--- config.mk ---
export PLATFORM = sky130hd
export DESIGN_NAME = torque_limited_driver_sequencer_top
export DESIGN_NICKNAME = d
export VERILOG_FILES = /design/src/tlds_pkg.sv /design/src/torque_limited_driver_sequencer_top.sv /design/src/tlds_filter.sv /design/src/tlds_seq.sv
export SDC_FILE = /design/constraint.sdc
export NUM_CORES = 2
export LEC_CHECK = 0
export BUFFER_PORTS_ARGS = -buffer_cell sky130_fd_sc_hd__buf_2
export CAP_MARGIN = 20
export CORE_AREA = 4 4 430 220
export DETAILED_ROUTE_END_ITERATION = 10
export DIE_AREA = 0 0 434 224
export PLACE_DENSITY = 0.75
export SLEW_MARGIN = 0
export SYNTH_ARGS = -nofsm -noshare
export SYNTH_HDL_FRONTEND = slang
export SYNTH_SLANG_ARGS = --single-unit
--- constraint.sdc ---
create_clock -name clk -period 8.5 [get_ports clk]
set_clock_uncertainty 0.05 [all_clocks]
set_input_delay 0.85 -clock clk [delete_from_list [all_inputs] [get_ports clk]]
set_output_delay 0.85 -clock clk [all_outputs]
set_load 0.05 [all_outputs]
--- src/tlds_pkg.sv ---
`timescale 1ns / 1ps
`default_nettype none
// ----------------------------------------------------------------------------
// tlds_pkg: shared types and codes of the driver sequencer
// Item function codes, register indexes, phase encoding and the structs that
// pass configuration and results between modules.
// ----------------------------------------------------------------------------
package tlds_pkg;

  typedef enum logic [1:0] {
    FUNC_START  = 2'd0,
    FUNC_SAMPLE = 2'd1,
    FUNC_TICK   = 2'd2
  } func_t;

  typedef enum logic [2:0] {
    REG_FILTER_ALPHA   = 3'd0,
    REG_MIN_OPEN_SECS  = 3'd1,
    REG_MIN_CLOSE_SECS = 3'd2,
    REG_MAX_SECS       = 3'd3,
    REG_OPEN_RELEASE   = 3'd4,
    REG_CLOSE_TORQUE   = 3'd5,
    REG_CLOSE_HOLD     = 3'd6
  } reg_index_t;

  typedef enum logic [1:0] {
    DRIVE_STOP  = 2'd0,
    DRIVE_OPEN  = 2'd1,
    DRIVE_CLOSE = 2'd2
  } drive_t;

  typedef enum logic [2:0] {
    PH_IDLE  = 3'b001,
    PH_DRIVE = 3'b010,
    PH_HOLD  = 3'b100
  } phase_t;

  localparam int unsigned ElapsedMax = 255;

  typedef struct packed {
    logic        [15:0] filter_alpha;
    logic        [7:0]  min_open_secs;
    logic        [7:0]  min_close_secs;
    logic        [7:0]  max_secs;
    logic signed [31:0] open_release_level;
    logic signed [31:0] close_torque_level;
    logic        [3:0]  close_hold_secs;
  } cfg_t;

  typedef struct packed {
    logic        [1:0]  drive_command;
    logic signed [31:0] filtered_effort;
    logic               done_res;
    logic               busy_res;
  } result_t;

endpackage : tlds_pkg
`default_nettype wire

--- src/torque_limited_driver_sequencer_top.sv ---
`timescale 1ns / 1ps
`default_nettype none
// ----------------------------------------------------------------------------
// torque_limited_driver_sequencer_top: screwdriver drive sequencer
// Runs an open or close sequence from start, sample and tick items and
// reports drive command, filtered effort, done and busy for every item.
// ----------------------------------------------------------------------------
// Each input transfer yields exactly one result transfer. The block takes one
// item per clock cycle while back-pressure does not stall it. An item is held
// in the input register, and its result is then offered from the result
// register (one input register, one result register). The state update for an
// item, including the two filter multiplies, is done combinationally in the
// path between those registers, so that the next item sees the updated average at
// once. Back-pressure on the result side stalls the input register only when
// the result register is full and not being taken. Configuration writes take
// effect at the next clock edge and are meant to be made only while no item
// is in flight.
// ----------------------------------------------------------------------------
module torque_limited_driver_sequencer_top
  import tlds_pkg::*;
(
  input  wire logic               clk,
  input  wire logic               rst,
  // configuration write port
  input  wire logic               cfg_we,
  input  wire logic        [2:0]  cfg_index,
  input  wire logic        [31:0] cfg_data,
  // input channel
  input  wire logic               in_valid,
  output logic                    in_ready,
  input  wire logic        [1:0]  func,
  input  wire logic               open_request,
  input  wire logic signed [31:0] effort_sample,
  // result channel
  output logic                    out_valid,
  input  wire logic               out_ready,
  output logic             [1:0]  drive_command,
  output logic signed      [31:0] filtered_effort,
  output logic                    done_res,
  output logic                    busy_res
);

  cfg_t               cfg;
  logic               s1_valid;
  logic        [1:0]  s1_func;
  logic               s1_open;
  logic signed [31:0] s1_sample;
  logic               s1_go;
  result_t            result;
  result_t            res_q;

  // configuration registers
  always_ff @(posedge clk) begin
    if (rst) begin
      cfg.filter_alpha       <= 16'd62259;
      cfg.min_open_secs      <= 8'd20;
      cfg.min_close_secs     <= 8'd20;
      cfg.max_secs           <= 8'd35;
      cfg.open_release_level <= -32'sd249037;
      cfg.close_torque_level <= 32'sd622592;
      cfg.close_hold_secs    <= 4'd8;
    end else if (cfg_we) begin
      case (cfg_index)
        REG_FILTER_ALPHA:   cfg.filter_alpha       <= cfg_data[15:0];
        REG_MIN_OPEN_SECS:  cfg.min_open_secs      <= cfg_data[7:0];
        REG_MIN_CLOSE_SECS: cfg.min_close_secs     <= cfg_data[7:0];
        REG_MAX_SECS:       cfg.max_secs           <= cfg_data[7:0];
        REG_OPEN_RELEASE:   cfg.open_release_level <= $signed(cfg_data);
        REG_CLOSE_TORQUE:   cfg.close_torque_level <= $signed(cfg_data);
        REG_CLOSE_HOLD:     cfg.close_hold_secs    <= cfg_data[3:0];
        default: begin
        end
      endcase
    end
  end

  // advance the input register whenever the result register can take a value
  assign s1_go    = s1_valid && (!out_valid || out_ready);
  assign in_ready = !s1_valid || s1_go;

  always_ff @(posedge clk) begin
    if (rst) begin
      s1_valid <= 1'b0;
    end else if (in_ready) begin
      s1_valid <= in_valid;
    end
  end

  // hold the payload of the accepted transfer
  always_ff @(posedge clk) begin
    if (in_valid && in_ready) begin
      s1_func   <= func;
      s1_open   <= open_request;
      s1_sample <= effort_sample;
    end
  end

  // state update happens only when the item moves on into the result register
  tlds_seq u_seq (
    .clk           (clk),
    .rst           (rst),
    .cfg           (cfg),
    .step          (s1_go),
    .func          (s1_func),
    .open_request  (s1_open),
    .effort_sample (s1_sample),
    .result        (result)
  );

  // result register: drop valid once the transfer is taken
  always_ff @(posedge clk) begin
    if (rst) begin
      out_valid <= 1'b0;
    end else if (s1_go) begin
      out_valid <= 1'b1;
    end else if (out_ready) begin
      out_valid <= 1'b0;
    end
  end

  always_ff @(posedge clk) begin
    if (s1_go) begin
      res_q <= result;
    end
  end

  assign drive_command   = res_q.drive_command;
  assign filtered_effort = res_q.filtered_effort;
  assign done_res        = res_q.done_res;
  assign busy_res        = res_q.busy_res;

endmodule : torque_limited_driver_sequencer_top
`default_nettype wire

--- src/tlds_filter.sv ---
`timescale 1ns / 1ps
`default_nettype none
// ----------------------------------------------------------------------------
// tlds_filter: exponential moving average update
// avg' = floor((avg*alpha + x*(65536-alpha) + 32768) / 65536), Q16.16.
// ----------------------------------------------------------------------------
module tlds_filter
  import tlds_pkg::*;
(
  input  wire logic        [15:0] alpha,
  input  wire logic signed [31:0] avg,
  input  wire logic signed [31:0] sample,
  output logic signed      [31:0] avg_next
);

  logic signed [17:0] w_old;
  logic signed [17:0] w_new;
  logic signed [49:0] p_old;
  logic signed [49:0] p_new;
  logic signed [49:0] sum;

  assign w_old = $signed({2'b00, alpha});
  assign w_new = $signed(18'h10000 - {2'b00, alpha});

  // two parallel products, one rounding add
  assign p_old = 50'(avg) * 50'(w_old);
  assign p_new = 50'(sample) * 50'(w_new);
  assign sum   = p_old + p_new + 50'sd32768;

  // floor shift by 16; the magnitude stays within 32 bits
  assign avg_next = sum[47:16];

endmodule : tlds_filter
`default_nettype wire

--- src/tlds_seq.sv ---
`timescale 1ns / 1ps
`default_nettype none
// ----------------------------------------------------------------------------
// tlds_seq: run state and per-item step
// Holds phase, direction, elapsed and hold counters and the effort average,
// and forms the result of each item from the updated state.
// ----------------------------------------------------------------------------
module tlds_seq
  import tlds_pkg::*;
(
  input  wire logic               clk,
  input  wire logic               rst,
  input  wire cfg_t               cfg,
  input  wire logic               step,
  input  wire logic        [1:0]  func,
  input  wire logic               open_request,
  input  wire logic signed [31:0] effort_sample,
  output result_t                 result
);

  phase_t             phase, phase_next;
  logic               opening_dir, opening_dir_next;
  logic        [7:0]  elapsed_ticks, elapsed_ticks_next;
  logic        [3:0]  hold_ticks, hold_ticks_next;
  logic signed [31:0] effort_average, effort_average_next;
  logic signed [31:0] avg_filt;
  logic               done;
  logic        [7:0]  tmin;
  logic               crossed;
  logic               keep;

  tlds_filter u_filter (
    .alpha    (cfg.filter_alpha),
    .avg      (effort_average),
    .sample   (effort_sample),
    .avg_next (avg_filt)
  );

  always_comb begin
    phase_next          = phase;
    opening_dir_next    = opening_dir;
    elapsed_ticks_next  = elapsed_ticks;
    hold_ticks_next     = hold_ticks;
    effort_average_next = effort_average;
    done                = 1'b0;
    tmin                = 8'd0;
    crossed             = 1'b0;
    keep                = 1'b0;
    case (func)
      FUNC_START: begin
        opening_dir_next    = open_request;
        effort_average_next = '0;
        elapsed_ticks_next  = '0;
        hold_ticks_next     = '0;
        phase_next          = PH_DRIVE;
      end
      FUNC_SAMPLE: begin
        if (phase != PH_IDLE) begin
          effort_average_next = avg_filt;
        end
      end
      FUNC_TICK: begin
        if (phase == PH_DRIVE) begin
          if (elapsed_ticks != 8'(ElapsedMax)) begin
            elapsed_ticks_next = elapsed_ticks + 8'd1;
          end
          tmin    = opening_dir ? cfg.min_open_secs : cfg.min_close_secs;
          crossed = opening_dir ? (effort_average <= cfg.open_release_level)
                                : (effort_average >= cfg.close_torque_level);
          keep    = (elapsed_ticks_next < tmin) ||
                    ((elapsed_ticks_next < cfg.max_secs) && !crossed);
          if (!keep) begin
            if (opening_dir || cfg.close_hold_secs == 4'd0) begin
              phase_next = PH_IDLE;
              done       = 1'b1;
            end else begin
              phase_next      = PH_HOLD;
              hold_ticks_next = '0;
            end
          end
        end else if (phase == PH_HOLD) begin
          hold_ticks_next = hold_ticks + 4'd1;
          if (hold_ticks_next >= cfg.close_hold_secs) begin
            phase_next = PH_IDLE;
            done       = 1'b1;
          end
        end
      end
      default: begin
      end
    endcase
  end

  always_comb begin
    if (phase_next == PH_IDLE) begin
      result.drive_command = DRIVE_STOP;
    end else begin
      result.drive_command = opening_dir_next ? DRIVE_OPEN : DRIVE_CLOSE;
    end
    result.filtered_effort = effort_average_next;
    result.done_res        = done;
    result.busy_res        = (phase_next != PH_IDLE);
  end

  always_ff @(posedge clk) begin
    if (rst) begin
      phase          <= PH_IDLE;
      opening_dir    <= 1'b0;
      elapsed_ticks  <= '0;
      hold_ticks     <= '0;
      effort_average <= '0;
    end else if (step) begin
      phase          <= phase_next;
      opening_dir    <= opening_dir_next;
      elapsed_ticks  <= elapsed_ticks_next;
      hold_ticks     <= hold_ticks_next;
      effort_average <= effort_average_next;
    end
  end

endmodule : tlds_seq
`default_nettype wire

==> impl_metrics.json <==
{
  "global_route.usage.met1_pct": 42.3,
  "final-seq-area_um2": 5300,
  "worstSetupStartpointType": "flop",
  "slew_violations": 0,
  "period_share_pct": 107,
  "cp.required_ns": 8.95,
  "clock_tree_root_buffer_cell": "sky130_fd_sc_hd__clkbuf_16",
  "commonest_non_fill_non_tap_cells_in_the_layout": "sky130_fd_sc_hd__inv_1 (1231), sky130_fd_sc_hd__fa_1 (1029), sky130_fd_sc_hd__nand2_1 (822)",
  "net_count_synth": 6596,
  "vias_per_cell": 5.50,
  "crit_arrival_ns": 9.51,
  "design.die.area_um2": 97200,
  "place.port_buffers": 112,
  "mostFrequentLayoutCell": "sky130_fd_sc_hd__inv_1",
  "global_route_wire_length_before_repair_um": 223000,
  "syn_to_final_growth_pct": 13.2,
  "synthesis.area_um2": 46900,
  "die_x_um": 434,
  "replace_congestion": 1.02,
  "post_synthesis_sequential_area_ratio_pct": 11.3,
  "cp_max_fo": 6,
  "ys_ff_latch": 229,
  "netlist.area_leader.share_pct": 45.8,
  "period_needed_ns": 9.05,
  "post_route_worst_setup_slack_ns": -0.555,
  "hold_path_class": "input port to flop",
  "antenna_left": 0,
  "maxCapViolCount": 0,
  "cts_tree": "done",
  "failed_checks": "negative setup slack",
  "finalHoldWorstSlack_ns": 0.339,
  "setup_viol_count_final": 59,
  "clock.fmax_ghz": 0.110,
  "clk_pin_slew_ns": 0.09,
  "drtIter0Drc": 3529,
  "run_status": "finished, violations left",
  "drt_pass1_iterations": 6,
  "design.core.area_um2": 90300,
  "drc_errors": 0,
  "detailed_place_hpwl_um": 116000,
  "groute.usage.overall_pct": 30.0,
  "die_height_um": 224,
  "std_cell_rows": 78,
  "layout.filler_cells": 7356,
  "syn_inst_count": 5141,
  "grt_max_degree": 109,
  "cp-end-kind": "flop",
  "top_cell_by_count_worst_path": "sky130_fd_sc_hd__fa_1",
  "slew-limit-headroom_pct": 20.2,
  "synth_area_leader_cell": "sky130_fd_sc_hd__fa_1",
  "cts-buffers-inserted": 25,
  "pin_count": 113,
  "grt_most_used_layer": "met1",
  "rsz0062_at_grt": "true",
  "timing_worst_slew_pin_value_ns": 1.19,
  "cts_num_sinks": 229,
  "cts_max_path_buffers": 3,
  "grt_util_met3_pct": 13.6,
  "met2_usage_pct": 42.1,
  "initial_core_util_pct": 52.0,
  "grt_antenna_before_repair": 9,
  "grt.overflow.total": 0,
  "post_synth_main_area_contributors": "sky130_fd_sc_hd__fa_1 (46%), sky130_fd_sc_hd__inv_1 (9.9%), sky130_fd_sc_hd__ha_1 (8.2%)",
  "critical-path-max-stage-delay_ns": 0.60,
  "vias_in_the_first_global_route": 38418,
  "route.detailed.wl_per_inst_um": 21.7,
  "share_of_layout_cells_above_drive_strength_1_pct": 13.2,
  "worst_skew_pair.late_latency_ns": 0.64,
  "design_area_um2": 53100,
  "cts_htree_levels": 1,
  "hold_violations": 0,
  "num-nets-final": 6822,
  "cp_slowest_cell": "sky130_fd_sc_hd__or4_4",
  "placed_cell_area_um2": 50800,
  "post_synth.cell_area_avg_um2": 9.13,
  "yosysUniqueCellTypes": 71,
  "async_flop_share_pct": 0,
  "vias_post_dr": 36198,
  "yosysWarningCount": 0,
  "synth-edff-count": 71,
  "critical_path_class": "flop to flop",
  "total_area_of_multi_input_combinational_cells_um2": 37200,
  "synthFlopType": "sky130_fd_sc_hd__dfxtp_1",
  "routed_wire_length_um": 143000
}
==> registers in the layout (all words and copies together), names as in the netlist, 2 cells and up <==
| name | cells |
|---|---|
| u_seq.hold_ticks | 4 |
| s1_func | 2 |
| s1_sample | 32 |
| filtered_effort | 32 |
| u_seq.elapsed_ticks | 8 |
| drive_command | 2 |
| cfg | 108 |
| u_seq.effort_average | 32 |
| u_seq.phase | 3 |
==> final cells by class <==
| class | instances | area share (%) |
|---|---|---|
| repair buffers | 456 | 6.77 |
| flip-flops and latches | 229 | 9.97 |
| diodes | 2 | 0.00942 |
| multi-input cells | 3414 | 70.1 |
| clock buffers | 33 | 1.35 |
| clock inverters | 12 | 0.207 |
| inverters | 1241 | 8.77 |
| well taps | 1200 | 2.83 |
==> Yosys cell counts (4+ instances only) <==
cell type	number
sky130_fd_sc_hd__edfxtp_1	71
sky130_fd_sc_hd__and3_1	9
sky130_fd_sc_hd__mux2i_1	17
sky130_fd_sc_hd__nor2b_1	12
sky130_fd_sc_hd__and4_1	4
sky130_fd_sc_hd__a32oi_1	4
sky130_fd_sc_hd__nand3_1	34
sky130_fd_sc_hd__o211ai_1	9
sky130_fd_sc_hd__fa_1	1074
sky130_fd_sc_hd__a22oi_1	7
sky130_fd_sc_hd__xnor2_1	54
sky130_fd_sc_hd__nand4_1	19
sky130_fd_sc_hd__ha_1	306
sky130_fd_sc_hd__nor2_1	108
sky130_fd_sc_hd__a21oi_1	125
sky130_fd_sc_hd__buf_1	7
sky130_fd_sc_hd__a31oi_1	8
sky130_fd_sc_hd__o21a_1	17
sky130_fd_sc_hd__clkbuf_1	245
sky130_fd_sc_hd__a21o_1	34
sky130_fd_sc_hd__nand2b_1	13
sky130_fd_sc_hd__a22o_1	17
sky130_fd_sc_hd__nand2_1	834
sky130_fd_sc_hd__dfxtp_1	158
sky130_fd_sc_hd__o21ai_0	56
sky130_fd_sc_hd__nor4_1	6
sky130_fd_sc_hd__o31ai_1	4
sky130_fd_sc_hd__nor3_1	23
sky130_fd_sc_hd__and2_1	495
sky130_fd_sc_hd__nor3b_1	5
sky130_fd_sc_hd__inv_1	1240
sky130_fd_sc_hd__xor2_1	20
sky130_fd_sc_hd__nand3b_1	30
sky130_fd_sc_hd__a311oi_1	4
sky130_fd_sc_hd__or4_1	4
sky130_fd_sc_hd__a211oi_1	13
==> worst max-delay path, delay by kind of cell, from the launching register on <==
family / cells / cell delay (ns)
adder cells (fa/ha/maj): 9 / 4.35
AND/OR/NAND/NOR: 7 / 1.80
AO/OA/AOI/OAI: 8 / 1.79
buffers and inverters: 5 / 0.54
flip-flops: 1 / 0.32
XOR/XNOR: 1 / 0.09
==> worst paths after layout <==
| kind | start | to | slack, ns | depth (start not counted) |
|---|---|---|---|---|
| worst max-delay path | cfg[94] | u_seq.effort_average[26] | -0.55 | 30 |
| worst min-delay path | effort_sample[0] | s1_sample[0] | 0.34 | 1 |
| worst max register to register | cfg[94] | u_seq.effort_average[26] | -0.55 | 30 |
| worst min register to register | cfg[33] | cfg[33] | 0.40 | 2 |
==> kinds of logic after synthesis <==
| logic type | count (synthesis) | share of synthesized area, % |
|---|---|---|
| AOI/OAI and AO/OA | 332 | 4.45 |
| xor gates and xnor gates | 75 | 1.42 |
| and+or+nand+nor | 1609 | 16.5 |
| buffers and inverters | 1498 | 12.0 |
| muxes | 18 | 0.387 |
| adders and majority gates | 1380 | 54.0 |
| DFF | 229 | 11.3 |
==> routing by layer <==
metal | vias up | routed length [µm]
met5 | - | 69
met4 | 12 | 4450
met3 | 290 | 23100
met2 | 2154 | 58700
met1 | 18245 | 56900
li1 | 15497 | -
==> timing repair <==
item,CTS,global route
hold buffers,0,0
setup endpoints to repair,59,63
cloned,1,0
endpoints found under the hold margin,0,0
buffers inserted,21,15
gates resized for setup,175,100
pin swaps,64,84
==> metrics by stage <==
| step | instances | util, % | setup WS [ns] | TNS, ns |
|---|---|---|---|---|
| 2_1_floorplan | 5141 | - | -0.0555 | -0.0555 |
| 3_3_place_gp | 6508 | 56.3 | -0.596 | -17.10 |
| 3_5_place_dp | 6508 | 56.3 | -0.630 | -18.89 |
| 4_1_cts | 6572 | 58.2 | -0.352 | -6.31 |
| 5_1_grt | 6585 | 58.8 | -0.761 | -29.24 |
| 6_report | 6587 | 58.9 | -0.555 | -18.60 |
Power is left out: the tool's default activity adds up to more than one toggle a clock period on the data nets, which glitch-free logic cannot reach.
